[config.mk]
export PLATFORM = sky130hd
export DESIGN_NAME = mss_ctrl
export DESIGN_NICKNAME = d
export VERILOG_FILES = /design/src/design/mss_pkg.sv /design/src/design/mss_ctrl.sv
export SDC_FILE = /design/constraint.sdc
export NUM_CORES = 1
export LEC_CHECK = 0
export ABC_AREA = 1
export BUFFER_PORTS_ARGS = -buffer_cell sky130_fd_sc_hd__buf_2
export CORE_AREA = 2 2 39 41
export CTS_BUF_LIST = sky130_fd_sc_hd__clkbuf_4 sky130_fd_sc_hd__clkbuf_8 sky130_fd_sc_hd__clkbuf_16
export CTS_CLUSTER_SIZE = 30
export DETAILED_ROUTE_END_ITERATION = 10
export DIE_AREA = 0 0 41 43
export GPL_TIMING_DRIVEN = 0
export MAX_ROUTING_LAYER = met4
export SLEW_MARGIN = 20
export SYNTH_ARGS = -nofsm -noshare
export SYNTH_HDL_FRONTEND = slang
export SYNTH_SLANG_ARGS = --single-unit
[constraint.sdc]
create_clock -name clk -period 1.6 [get_ports clk]
set_clock_uncertainty 0.05 [all_clocks]
set_input_delay 0.24 -clock clk [delete_from_list [all_inputs] [get_ports clk]]
set_output_delay 0.24 -clock clk [all_outputs]
set_load 0.02 [all_outputs]
[src/design/mss_pkg.sv]
// ----------------------------------------------------------------------------
// mss_pkg
// Shared types, constants and the segment font for the seven-segment scanner.
// ----------------------------------------------------------------------------
`default_nettype none

package mss_pkg;

  // Default number of display digits.
  localparam int MAX_DIGITS_DEF = 8;

  // Digit count field, wide enough for any digit count in range.
  localparam int DIGIT_CNT_W = 4;

  // Configuration port.
  localparam int CFG_IDX_W  = 1;
  localparam int CFG_DATA_W = 4;
  localparam logic [CFG_IDX_W-1:0] REG_PIN_POLARITY  = 1'd0;
  localparam logic [CFG_IDX_W-1:0] REG_DIGITS_IN_USE = 1'd1;

  // Item opcodes.
  localparam logic [1:0] OP_WRITE_NUM = 2'd0;
  localparam logic [1:0] OP_SET_DOT   = 2'd1;
  localparam logic [1:0] OP_TICK      = 2'd2;

  // Digit code store: codes 0..15 are hex digits, anything above is blank.
  localparam logic [4:0] CODE_BLANK = 5'd31;

  // Reciprocal of ten, scaled by 2^35.
  localparam logic [31:0] RECIP_TEN = 32'hCCCC_CCCD;
  localparam int          RECIP_SH  = 35;

  typedef struct packed {
    logic [1:0]  op;
    logic [31:0] value;
    logic [2:0]  digit_index;
    logic        dot_on;
  } mss_in_t;

  typedef struct packed {
    logic [7:0] segment_pins;
    logic [2:0] active_digit;
  } mss_out_t;

  // Controller to datapath commands.
  typedef struct packed {
    logic                   load;     // latch value, clear dots
    logic                   step;     // convert one digit
    logic [DIGIT_CNT_W-1:0] step_idx; // digit being converted
    logic                   set_dot;
    logic                   tick;
  } mss_cmd_t;

  // Hex font, A in bit 0 through G in bit 6; blank codes give no segments.
  function automatic logic [7:0] seg_font(input logic [4:0] code);
    logic [7:0] seg;
    seg = 8'h00;
    if (!code[4]) begin
      unique case (code[3:0])
        4'h0: seg = 8'h3F;
        4'h1: seg = 8'h06;
        4'h2: seg = 8'h5B;
        4'h3: seg = 8'h4F;
        4'h4: seg = 8'h66;
        4'h5: seg = 8'h6D;
        4'h6: seg = 8'h7D;
        4'h7: seg = 8'h07;
        4'h8: seg = 8'h7F;
        4'h9: seg = 8'h6F;
        4'hA: seg = 8'h77;
        4'hB: seg = 8'h7C;
        4'hC: seg = 8'h39;
        4'hD: seg = 8'h5E;
        4'hE: seg = 8'h79;
        4'hF: seg = 8'h71;
        default: seg = 8'h00;
      endcase
    end
    return seg;
  endfunction

endpackage

`default_nettype wire

[src/design/mss_ctrl.sv]
// ----------------------------------------------------------------------------
// mss_ctrl
// Item sequencer: decodes the opcode, steps number conversion one digit per
// cycle and raises the result strobe.
// ----------------------------------------------------------------------------
`default_nettype none

module mss_ctrl #(
  parameter int MAX_DIGITS = mss_pkg::MAX_DIGITS_DEF
) (
  input  wire logic             clk,
  input  wire logic             rst_n,
  input  wire logic             start,
  input  wire logic [1:0]       op,
  output logic                  busy,
  output logic                  out_strobe,
  output mss_pkg::mss_cmd_t     cmd
);
  import mss_pkg::*;

  localparam int IDX_W = (MAX_DIGITS > 1) ? $clog2(MAX_DIGITS) : 1;
  localparam logic [IDX_W-1:0] LAST_IDX = IDX_W'(MAX_DIGITS - 1);

  typedef enum logic [1:0] {
    S_IDLE = 2'b01,
    S_CONV = 2'b10
  } state_t;

  state_t           state_r, state_nxt;
  logic [IDX_W-1:0] cnt_r, cnt_nxt;
  logic             strobe_r, strobe_nxt;

  always_comb begin
    state_nxt    = state_r;
    cnt_nxt      = cnt_r;
    strobe_nxt   = 1'b0;
    cmd          = '0;
    cmd.step_idx = DIGIT_CNT_W'(cnt_r);
    unique case (state_r)
      S_IDLE: begin
        if (start) begin
          if (op == OP_WRITE_NUM) begin
            cmd.load  = 1'b1;
            cnt_nxt   = '0;
            state_nxt = S_CONV;
          end else begin
            // set dot, tick and unknown ops finish at once
            cmd.set_dot = (op == OP_SET_DOT);
            cmd.tick    = (op == OP_TICK);
            strobe_nxt  = 1'b1;
          end
        end
      end
      S_CONV: begin
        cmd.step = 1'b1;
        if (cnt_r == LAST_IDX) begin
          state_nxt  = S_IDLE;
          strobe_nxt = 1'b1;
        end else begin
          cnt_nxt = IDX_W'(cnt_r + 1'b1);
        end
      end
      default: state_nxt = S_IDLE;
    endcase
  end

  always_ff @(posedge clk) begin
    if (!rst_n) begin
      state_r  <= S_IDLE;
      cnt_r    <= '0;
      strobe_r <= 1'b0;
    end else begin
      state_r  <= state_nxt;
      cnt_r    <= cnt_nxt;
      strobe_r <= strobe_nxt;
    end
  end

  assign busy       = (state_r != S_IDLE);
  assign out_strobe = strobe_r;

endmodule

`default_nettype wire

## After elaboration in Yosys (flattened, before gate mapping)

Index checks and enable logic that the tools add are counted.

| word-level totals | value |
|---|---|
| register bits after elaboration | 6 |
| bits of input ports | 5 |
| output and inout port bits | 10 |
| word-level logic and storage cells | 37 |

| operators by class | value |
|---|---|
| $add $sub $neg | 1 |
| equality and inequality tests | 10 |
| multiplexer cells | 19 |
| reductions and logical operators | 4 |

Operators by type and width:

| operator | count |
|---|---|
| 2-bit 2-to-1 mux | 6 |
| 3-bit 2-to-1 mux | 3 |
| 2-bit != test (second input constant) | 4 |
| 1-bit 2-to-1 mux | 7 |
| 3-bit case mux with 2 select lines | 1 |
| 2-bit by 1-bit equality test with 1-bit output (second input constant) | 2 |
| 2-bit equality test (second input constant) | 2 |
| 2-bit case mux with 2 select lines | 1 |
| 4-bit AND reduction | 1 |
| 3-bit by 1-bit adder with 3-bit output (second input constant) | 1 |
| 3-bit equality test (second input constant) | 1 |
| 3-bit AND reduction | 1 |
| 2-bit logical NOT | 1 |
| 2-bit by 1-bit != test with 1-bit output (second input constant) | 1 |
| 1-bit case mux with 2 select lines | 1 |
| 2-bit nonzero test | 1 |

## Longest topological paths before layout

Gate-level depths: netlist of the first run.

| depth | value |
|---|---|
| depth in word-level cells | 4 |
| depth in mapped cells | 9 |
| gate-level depth less buffers | 9 |

## Worst setup path after synthesis of the first run

Ideal clock, no wire load.

| timing | value |
|---|---|
| path type | register -> output |
| start | reg state_r[1] |
| end | out cmd[1] in the netlist's numbering |
| arrival | 1.172 ns |
| data required time | 1.310 ns |
| slack | 0.138 ns |
| stages on the path, launching flop included | 5 |
| buffers on the path | 0 |
| path through | dfxtp_1 inv_1 ha_1 nand2_1 nor3_1 |

RTL lines:

| what | RTL line | source |
|---|---|---|
| start: declaration | mss_ctrl.sv:29 | `state_t state_r, state_nxt;` |
| start signal: assignment | mss_ctrl.sv:73 | `state_r <= state_nxt;` |
| end: declaration | mss_ctrl.sv:17 | `output mss_pkg::mss_cmd_t cmd` |

==> results of run 1 <==
-- power by group --
part	internal (W)	switching, W	total (W)	leakage (nW)
registers	0.000198	0.0000372	0.000236	0.0490
clock network	0.0000849	0.0000558	0.000141	0.0138
logic	0.000192	0.000326	0.000518	0.256
total	0.000476	0.000419	0.000895	0.318
-- area by class of cell --
class | count | area (um2) | area share
Buffer | 1 | 7.51 | 0.0136
Clock buffer | 3 | 22.5 | 0.0409
Inverter | 15 | 56.3 | 0.102
Multi-Input combinational cell | 43 | 258 | 0.468
Sequential cell | 6 | 121 | 0.220
Tap cell | 16 | 20.0 | 0.0364
Timing Repair Buffer | 13 | 65.1 | 0.118
-- state kept, by name (all words and copies together), names as in the netlist --
register	count
cnt_r	3
out_strobe	1
state_r	2
-- per-stage QoR --
step                      area, um2  hold WS, ns  total power (W)  std cells
after global routing            551        0.205         0.000993         97
after CTS                       549        0.197         0.000903         97
after global placement          514        0.444         0.000720         94
after floorplan                 429        0.275         0.000612         65
final                           551        0.202         0.000895         97
after detailed placement        514        0.450         0.000726         94
-- per-layer routing --
metal / vias up / global-route usage / share of wire / routed length (um)
li1: 239 / - / - / -
met1: 191 / 0.129 / 0.44 / 354
met2: 9 / 0.169 / 0.49 / 402
met3: 0 / 0.0785 / 0.069 / 56
met4: 0 / 0.0200 / 0 / 0
met5: - / - / 0 / 0
-- Yosys cell counts (all sizes together) --
master  number
nor3         2
nor2         7
ha           5
inv         15
buf          1
nand3        3
o21ai        1
dfxtp        6
nand3b       1
nand4        4
conb         1
nand2       18
o22ai        1
-- final timing paths --
| path | startpoint | slack [ns] | cells past startpoint | to |
|---|---|---|---|---|
| max | state_r[1] | 0.1 | 5 | cmd[1] |
| min | rst_n | 0.20 | 2 | state_r[0] |
| max reg2reg | cnt_r[0] | 0.16 | 9 | cnt_r[1] |
| min reg2reg | state_r[0] | 0.47 | 2 | state_r[0] |
-- cell families (layout without fill, tap and decap cells) --
logic type               Yosys count  count (layout)  synth area share
AO/OA/AOI/OAI                      2               2            0.0525
other                              1               1           0.00874
buffers and inverters             16              32             0.149
adder cells (fa/ha/maj)            5               5             0.146
flip-flops                         6               6             0.280
AND/OR/NAND/NOR                   35              35             0.364
-- worst reg2reg max path, cell delays in order, from the launching register on --
cell and delay, ns:
dfxtp_1 0.34, ha_1 0.21, ha_1 0.17, inv_1 0.08
nand2_1 0.11, nand2_1 0.13, nand3_1 0.11, nand2_1 0.08
inv_1 0.03, nor2_1 0.08
==> flow_summary_export.csv, run 1 <==
group,metric,value,unit
outcome,status,"completed",
logic_synthesis,syn_avg_cell_area,6.60,um2
routing,wl_per_cell,8.38,um
logic_synthesis,yosysWarningCount,0,
final_layout,final_layout_size_suffix_gt1_frac,0.272,
logic_synthesis,yosysSeqAreaShare,0.280,
min_path,min_path_type,"in2reg",
grt,gr-total-overflow,0,
clocking,cts-root-buf,"clkbuf_4",
logic_synthesis,netlist-cell-type-count,14,
timing,timing.final.ws_setup,0.0956,ns
clocking,cts_tree,"done",
logic_synthesis,ys_seq_elements,6,
final_layout,final_cell_mix,"nand2_1, inv_1, buf_2, nor2_1, dfxtp_1",
clocking,cts_made_buffers,3,
timing,hold_viol,0,
floorplanning,num_rows,14,
floorplanning,core_area,1380,um2
placement,dp_hpwl,656,um
routing,drtIter0Drc,3,
clocking,clk_path_buf_depth,2,
clocking,cts_resized,2,
worst_setup_path,crit_path_start_kind,"register",
timing,setup-tns-final,0,ns
logic_synthesis,yosys-top-cells-area,"dfxtp_1, nand2_1, ha_1, inv_1, nor2_1",
clocking,clkTransAtPathRegs,0.04,ns
placement,io_buffers,13,
grt,grt_pass1_vias,353,
final_layout,antenna_cells,0,
final_layout,nNetsFinal,93,
final_layout,area_delta_synth_final,28.3,%
routing,drc,0,
routing,drtPass1Iterations,2,
pwr,p_leak,0.318,nW
routing,route.vias.total,439,
worst_setup_path,cp.arrival,1.21,ns
logic_synthesis,yosysTopAreaCell,"dfxtp_1",
worst_setup_path,required,1.31,ns
pwr,power.density,1630,nW/um2
clocking,cts_hold_buf,0,
worst_setup_path,critPathKind,"reg2out",
timing,fin_crit,1.50,ns
worst_setup_path,critical_path.top_delay_family,"flip-flops",
logic_synthesis,synthCells,65,
placement,gp_congestion,0.726,
grt,grt_pass1_wl,1330,um
logic_synthesis,synthesis.nets,75,
clocking,cts_setup_buffers,0,
clocking,h-tree-depth,1,
timing,max_freq,665,MHz
floorplanning,start_util,0.310,
timing,period_share,0.940,
worst_setup_path,slowest_delay,0.31,ns
worst_setup_path,worstPathMaxFanout,4,
placement,dpl_worst_slack,0.154,ns
timing,finalSetupViolCount,0,
timing,rsz0062_at_grt,"no",
worst_setup_path,worstSetupEndpointType,"output pin",
job,drv_cap,0,
routing,ant_nets,0,
grt,gr-usage-all-layers,0.115,
worst_setup_path,critical_path.cell_chain,"inv_2, ha_4, nand2_1, nor3_1, buf_2",
clocking,numClockSinks,6,
logic_synthesis,synth_area,429,um2
pwr,ir_worst_vdd,0.646,mV
grt,antenna_found_initial,0,
floorplanning,die_area,1760,um2
timing,slew_violations,0,
final_layout,fin_util,0.398,
clocking,clk_latency,0.25,ns
routing,drt_wl_total,813,um
grt,grt_max_degree,9,
routing,via_per_inst,4.53,
floorplanning,dieHeight,43,um
final_layout,fill_cells,145,
logic_synthesis,synth.top_cell.area_share,0.280,
worst_setup_path,slowest_stage,"dfxtp_1",
floorplanning,die_w,41,um
worst_setup_path,cp_num_buf_inv,2,
floorplanning,io_pins,15,
final_layout,layout_commonest_cell,"nand2_1",
(Power assumes the default switching activity.)
==> run 2: changes to the inputs <==
--- a/config.mk
+++ b/config.mk
@@ -7,6 +7,7 @@
 export LEC_CHECK = 0
 export ABC_AREA = 1
 export BUFFER_PORTS_ARGS = -buffer_cell sky130_fd_sc_hd__buf_2
+export CAP_MARGIN = 20
 export CORE_AREA = 2 2 39 41
 export CTS_BUF_LIST = sky130_fd_sc_hd__clkbuf_4 sky130_fd_sc_hd__clkbuf_8 sky130_fd_sc_hd__clkbuf_16
 export CTS_CLUSTER_SIZE = 30
@@ -14,6 +15,7 @@
 export DIE_AREA = 0 0 41 43
 export GPL_TIMING_DRIVEN = 0
 export MAX_ROUTING_LAYER = met4
+export SETUP_SLACK_MARGIN = 0.2
 export SLEW_MARGIN = 20
 export SYNTH_ARGS = -nofsm -noshare
 export SYNTH_HDL_FRONTEND = slang
==> run 2 against run 1 <==
Net effect: sequential power hardly changed; register-to-register slack improved by 0.11 ns; clock power about the same; routed wire length grew 13%; non-clock buffer count is 3 higher; critical path depth unchanged; clock-buffer cell count unchanged; critical path type unchanged; largest power group unchanged; highest routed layer unchanged.
==> flow_summary_export.csv, run 2 (synthesis results as in run 1) <==
group,metric,value,unit
worst_setup_path,crit_path_start_kind,"register",
grt,grt_use_met1,0.135,
pwr,ir_worst_vdd,0.755,mV
floorplanning,core_area,1380,um2
final_layout,regMostFlops,"cnt_r",
worst_setup_path,required,1.31,ns
worst_setup_path,critPathKind,"reg2out",
pwr,p_leak,0.348,nW
grt,grt_busiest_layer,"met2",
placement,gp_congestion,0.726,
min_path,hold_end,"state_r[0]",
routing,drc,0,
routing,drtIter0Drc,11,
routing,drt_wl_total,917,um
clocking,clk_path_buf_depth,2,
outcome,status,"completed",
clocking,cts_made_buffers,3,
final_layout,fill_cells,139,
final_layout,stdcell_area,642,um2
clocking,h-tree-depth,1,
floorplanning,die_area,1760,um2
clocking,cts_hold_buf,0,
timing,setup-tns-final,0,ns
timing,fin_crit,1.40,ns
grt,use_met3,0.0785,
grt,antenna_found_initial,0,
timing,hold_slack,0.201,ns
final_layout,multiInputGateArea,303,um2
routing,drtPass1Iterations,4,
timing,slew_violations,0,
pwr,p_comb_frac,0.635,
grt,grt_pass1_wl,1420,um
clocking,cts_tree,"done",
min_path,min_from,"rst_n",
floorplanning,io_pins,15,
final_layout,antenna_cells,0,
pwr,power,0.00104,W
timing,rsz0062_at_grt,"yes",
grt,gr-usage-all-layers,0.122,
grt,grt_max_degree,9,
min_path,hold_depth,2,
worst_setup_path,worstSetupEndpointType,"output pin",
floorplanning,die_w,41,um
pwr,switchingPower,0.000476,W
min_path,min_path_type,"in2reg",
placement,dp_hpwl,656,um
pwr,power_switching_share,0.457,
timing,period_share,0.877,
routing,wl_per_cell,9.17,um
job,drv_cap,0,
final_layout,nNetsFinal,96,
floorplanning,start_util,0.310,
routing,ant_nets,0,
grt,grt_use_met2,0.181,
final_layout,regArea,124,um2
timing,max_freq,712,MHz
pwr,p_clk_frac,0.136,
final_layout,layout_commonest_cell,"nand2_1",
worst_setup_path,rrSetupSlack,0.27,ns
timing,finalSetupViolCount,0,
worst_setup_path,cp.arrival,1.11,ns
worst_setup_path,r2r-end,"cnt_r[1]",
pwr,p_int,0.000566,W
clocking,clk_latency,0.25,ns
grt,grt_pass1_vias,365,
clocking,clkTransAtPathRegs,0.04,ns
grt,gr-total-overflow,0,
final_layout,final_layout_size_suffix_gt1_frac,0.440,
floorplanning,num_rows,14,
worst_setup_path,rr_worst_depth,9,
final_layout,largest_reg_flops,3,
routing,via_per_inst,4.52,
final_layout,area_delta_synth_final,49.6,%
placement,place_area,514,um2
pwr,power.density,1620,nW/um2
final_layout,final_cell_mix,"nand2_1, inv_1, buf_2, nor2_1, buf_4",
clocking,numClockSinks,6,
timing,hold_viol,0,
worst_setup_path,r2r_start,"cnt_r[0]",
routing,route.vias.total,452,
pwr,seq_power_share,0.229,
worst_setup_path,worstPathMaxFanout,3,
floorplanning,dieHeight,43,um
placement,io_buffers,13,
clocking,cts-root-buf,"clkbuf_4",
final_layout,fin_util,0.464,
## run 2: cell types whose count changed in the layout (fill, tap and decap cells not counted), sizes merged
| cell | delta |
|---|---|
| buf | +3 |
## run 2: critical path, stage by stage, from the launching register on
cell and delay (ns):
dfxtp_2 0.32, inv_2 0.08, ha_4 0.14, nand2_4 0.07, nor3_4 0.13, buf_6 0.14
## run 2: per-stage QoR
step                cells  setup WS [ns]
CTS                    99          0.156
detailed placement     94          0.154
global placement       94          0.174
floorplan              65          0.138
finish                100          0.196
global route          100          0.141
## run 2: per-layer routing
layer  part of all wire  wire (um)
met5                  0          0
met4                  0          0
met3              0.064         59
met1               0.42        386
met2               0.51        471
## run 2: worst max path at each step
stage | slack, ns | to | depth (start not counted) | startpoint
final | 0.20 | cmd[1] | 5 | state_r[1]
after detailed placement | 0.15 | cnt_r[1] | 9 | cnt_r[0]
after CTS | 0.16 | cmd[7] | 5 | state_r[1]
after floorplan | 0.14 | cmd[1] | 4 | state_r[1]
after global routing | 0.14 | cmd[7] | 5 | state_r[1]
after global placement | 0.17 | cnt_r[1] | 9 | cnt_r[0]
## run 2: power by group through the flow
| stage | logic, W | clock network (W) | registers (W) |
|---|---|---|---|
| final | 0.000662 | 0.000141 | 0.000239 |
| after CTS | 0.000586 | 0.000151 | 0.000237 |
| after global routing | 0.000745 | 0.000157 | 0.000248 |
| after global placement | 0.000491 | 0 | 0.000228 |
| after floorplan | 0.000355 | 0 | 0.000257 |
| after detailed placement | 0.000496 | 0 | 0.000230 |
## run 2: final cells by class
| class | count | area share |
|---|---|---|
| inverters | 15 | 0.0877 |
| well taps | 16 | 0.0312 |
| plain buffers | 1 | 0.0117 |
| multi-input cells | 43 | 0.472 |
| clock buffers | 3 | 0.0351 |
| repair buffers | 16 | 0.170 |
| flip-flops and latches | 6 | 0.193 |
## run 2: what timing repair did
| action | CTS | global route |
|---|---|---|
| gates resized for setup | 13 | 13 |
| endpoints found under the setup margin | 5 | 10 |
| pin swaps | 2 | 3 |
| buffers inserted | 2 | 1 |
==> run 3: changes to the inputs <==
--- a/config.mk
+++ b/config.mk
@@ -15,6 +15,7 @@
 export DIE_AREA = 0 0 41 43
 export GPL_TIMING_DRIVEN = 0
 export MAX_ROUTING_LAYER = met4
+export REMOVE_ABC_BUFFERS = 1
 export SETUP_SLACK_MARGIN = 0.2
 export SLEW_MARGIN = 20
 export SYNTH_ARGS = -nofsm -noshare
==> run 3 against run 2 <==
Net effect: global-route usage decreased by 0.62 points; utilization up 1.2 points; routed wire length is 6.2% higher; largest power group unchanged.
==> flow_summary_export.csv, run 3 (synthesis results as in run 1) <==
group,metric,value,unit
grt,grt_pass1_wl,1300,um
clocking,cts-root-buf,"clkbuf_4",
final_layout,fill_cells,144,
floorplanning,die_w,41,um
routing,drtIter0Drc,3,
outcome,status,"completed",
timing,timing.final.ws_setup,0.178,ns
timing,hold_slack,0.204,ns
timing,hold_viol,0,
placement,gp_congestion,0.734,
floorplanning,start_util,0.310,
final_layout,area_delta_synth_final,53.4,%
worst_setup_path,rr_worst_depth,9,
worst_setup_path,endpoint,"cmd[7]",
grt,gr-usage-all-layers,0.115,
job,drv_cap,0,
placement,dp_hpwl,638,um
clocking,clk_path_buf_depth,2,
grt,antenna_found_initial,0,
final_layout,largest_reg_flops,3,
worst_setup_path,cp.arrival,1.13,ns
worst_setup_path,slowest_delay,0.31,ns
placement,dpl_worst_slack,0.163,ns
pwr,p_int,0.000599,W
pwr,p_clk_frac,0.130,
worst_setup_path,required,1.31,ns
worst_setup_path,critPathKind,"reg2out",
timing,fin_crit,1.42,ns
pwr,ir_worst_vdd,0.674,mV
clocking,h-tree-depth,1,
grt,grt_pass1_vias,344,
final_layout,final_layout_size_suffix_gt1_frac,0.471,
pwr,power,0.00109,W
final_layout,layout_commonest_cell,"nand2_1",
placement,io_buffers,13,
final_layout,nNetsFinal,99,
clocking,cts_tree,"done",
grt,grt_max_degree,9,
timing,period_share,0.889,
routing,wl_per_cell,9.46,um
pwr,p_leak,0.353,nW
timing,slew_violations,0,
floorplanning,io_pins,15,
worst_setup_path,r2r-end,"state_r[1]",
worst_setup_path,critical_path.cell_chain,"inv_2, ha_4, nand2_4, nor3_2, buf_4",
floorplanning,dieHeight,43,um
timing,finalSetupViolCount,0,
worst_setup_path,rrSetupSlack,0.25,ns
worst_setup_path,r2r_start,"state_r[1]",
clocking,cts_made_buffers,3,
worst_setup_path,startpoint,"state_r[1]",
floorplanning,core_area,1380,um2
floorplanning,die_area,1760,um2
routing,drt_wl_total,974,um
timing,rsz0062_at_grt,"yes",
grt,gr-total-overflow,0,
pwr,switchingPower,0.000493,W
routing,drtPass1Iterations,2,
routing,drc,0,
worst_setup_path,slowest_stage,"dfxtp_2",
final_layout,antenna_cells,0,
pwr,seq_power_share,0.220,
min_path,min_path_type,"in2reg",
clocking,numClockSinks,6,
pwr,p_comb_frac,0.650,
final_layout,final_cell_mix,"nand2_1, inv_1, buf_4, buf_2, nor2_1",
pwr,power.density,1660,nW/um2
clocking,clkTransAtPathRegs,0.04,ns
timing,setup-tns-final,0,ns
worst_setup_path,worstSetupEndpointType,"output pin",
final_layout,regMostFlops,"cnt_r",
worst_setup_path,worstPathMaxFanout,3,
pwr,power_switching_share,0.452,
timing,max_freq,703,MHz
clocking,clk_latency,0.25,ns
worst_setup_path,crit_path_start_kind,"register",
routing,route.vias.total,452,
floorplanning,num_rows,14,
final_layout,fin_util,0.476,
routing,ant_nets,0,
routing,via_per_inst,4.39,
run 3: area by class of cell:
type | instances | area (um2) | area share
Clock buffer | 3 | 22.5 | 0.0342
Inverter | 15 | 56.3 | 0.0856
Multi-Input combinational cell | 43 | 303 | 0.460
Sequential cell | 6 | 125 | 0.190
Tap cell | 16 | 20.0 | 0.0304
Timing Repair Buffer | 20 | 131 | 0.200
run 3: critical path, delay by kind of cell, from the launching register on:
kind	cells	cell delay [ns]
flops	1	0.31
buf+inv	2	0.23
simple gates	2	0.19
fa+ha+maj	1	0.15
run 3: layer usage:
layer  share of wire  track usage  vias to the layer above
li1                -            -                      242
met1            0.40        0.113                      201
met2            0.54        0.178                        9
met3           0.053       0.0942                        0
met4               0       0.0133                        0
met5               0            -                        -
run 3: through the flow:
stage	cell area, um2	instances
floorplan	422	64
global route	658	103
finish	658	103
CTS	558	97
detailed placement	507	93
global placement	507	93
run 3: worst min-delay path by stage:
stage	startpoint	end	slack [ns]	cells after the start
2_1_floorplan	rst_n	state_r[0]	0.27	1
3_3_place_gp	rst_n	state_r[0]	0.45	2
3_5_place_dp	rst_n	state_r[0]	0.45	2
4_1_cts	rst_n	state_r[0]	0.20	2
5_1_grt	rst_n	state_r[0]	0.20	2
6_report	rst_n	state_r[0]	0.20	2
run 3: power groups by stage:
stage	Clock (W)	Combinational, W	Sequential [W]
floorplan	0	0.000353	0.000257
global placement	0	0.000492	0.000228
detailed placement	0	0.000493	0.000230
CTS	0.000149	0.000536	0.000235
global route	0.000157	0.000786	0.000248
finish	0.000142	0.000710	0.000240
run 3: what timing repair did:
action | 4_1_cts | 5_1_grt
endpoints found under the hold margin | 0 | 0
hold buffers | 0 | 0
resized for setup | 7 | 18
buffers inserted | 1 | 6
setup endpoints to repair | 5 | 9
pin swaps | 1 | 11
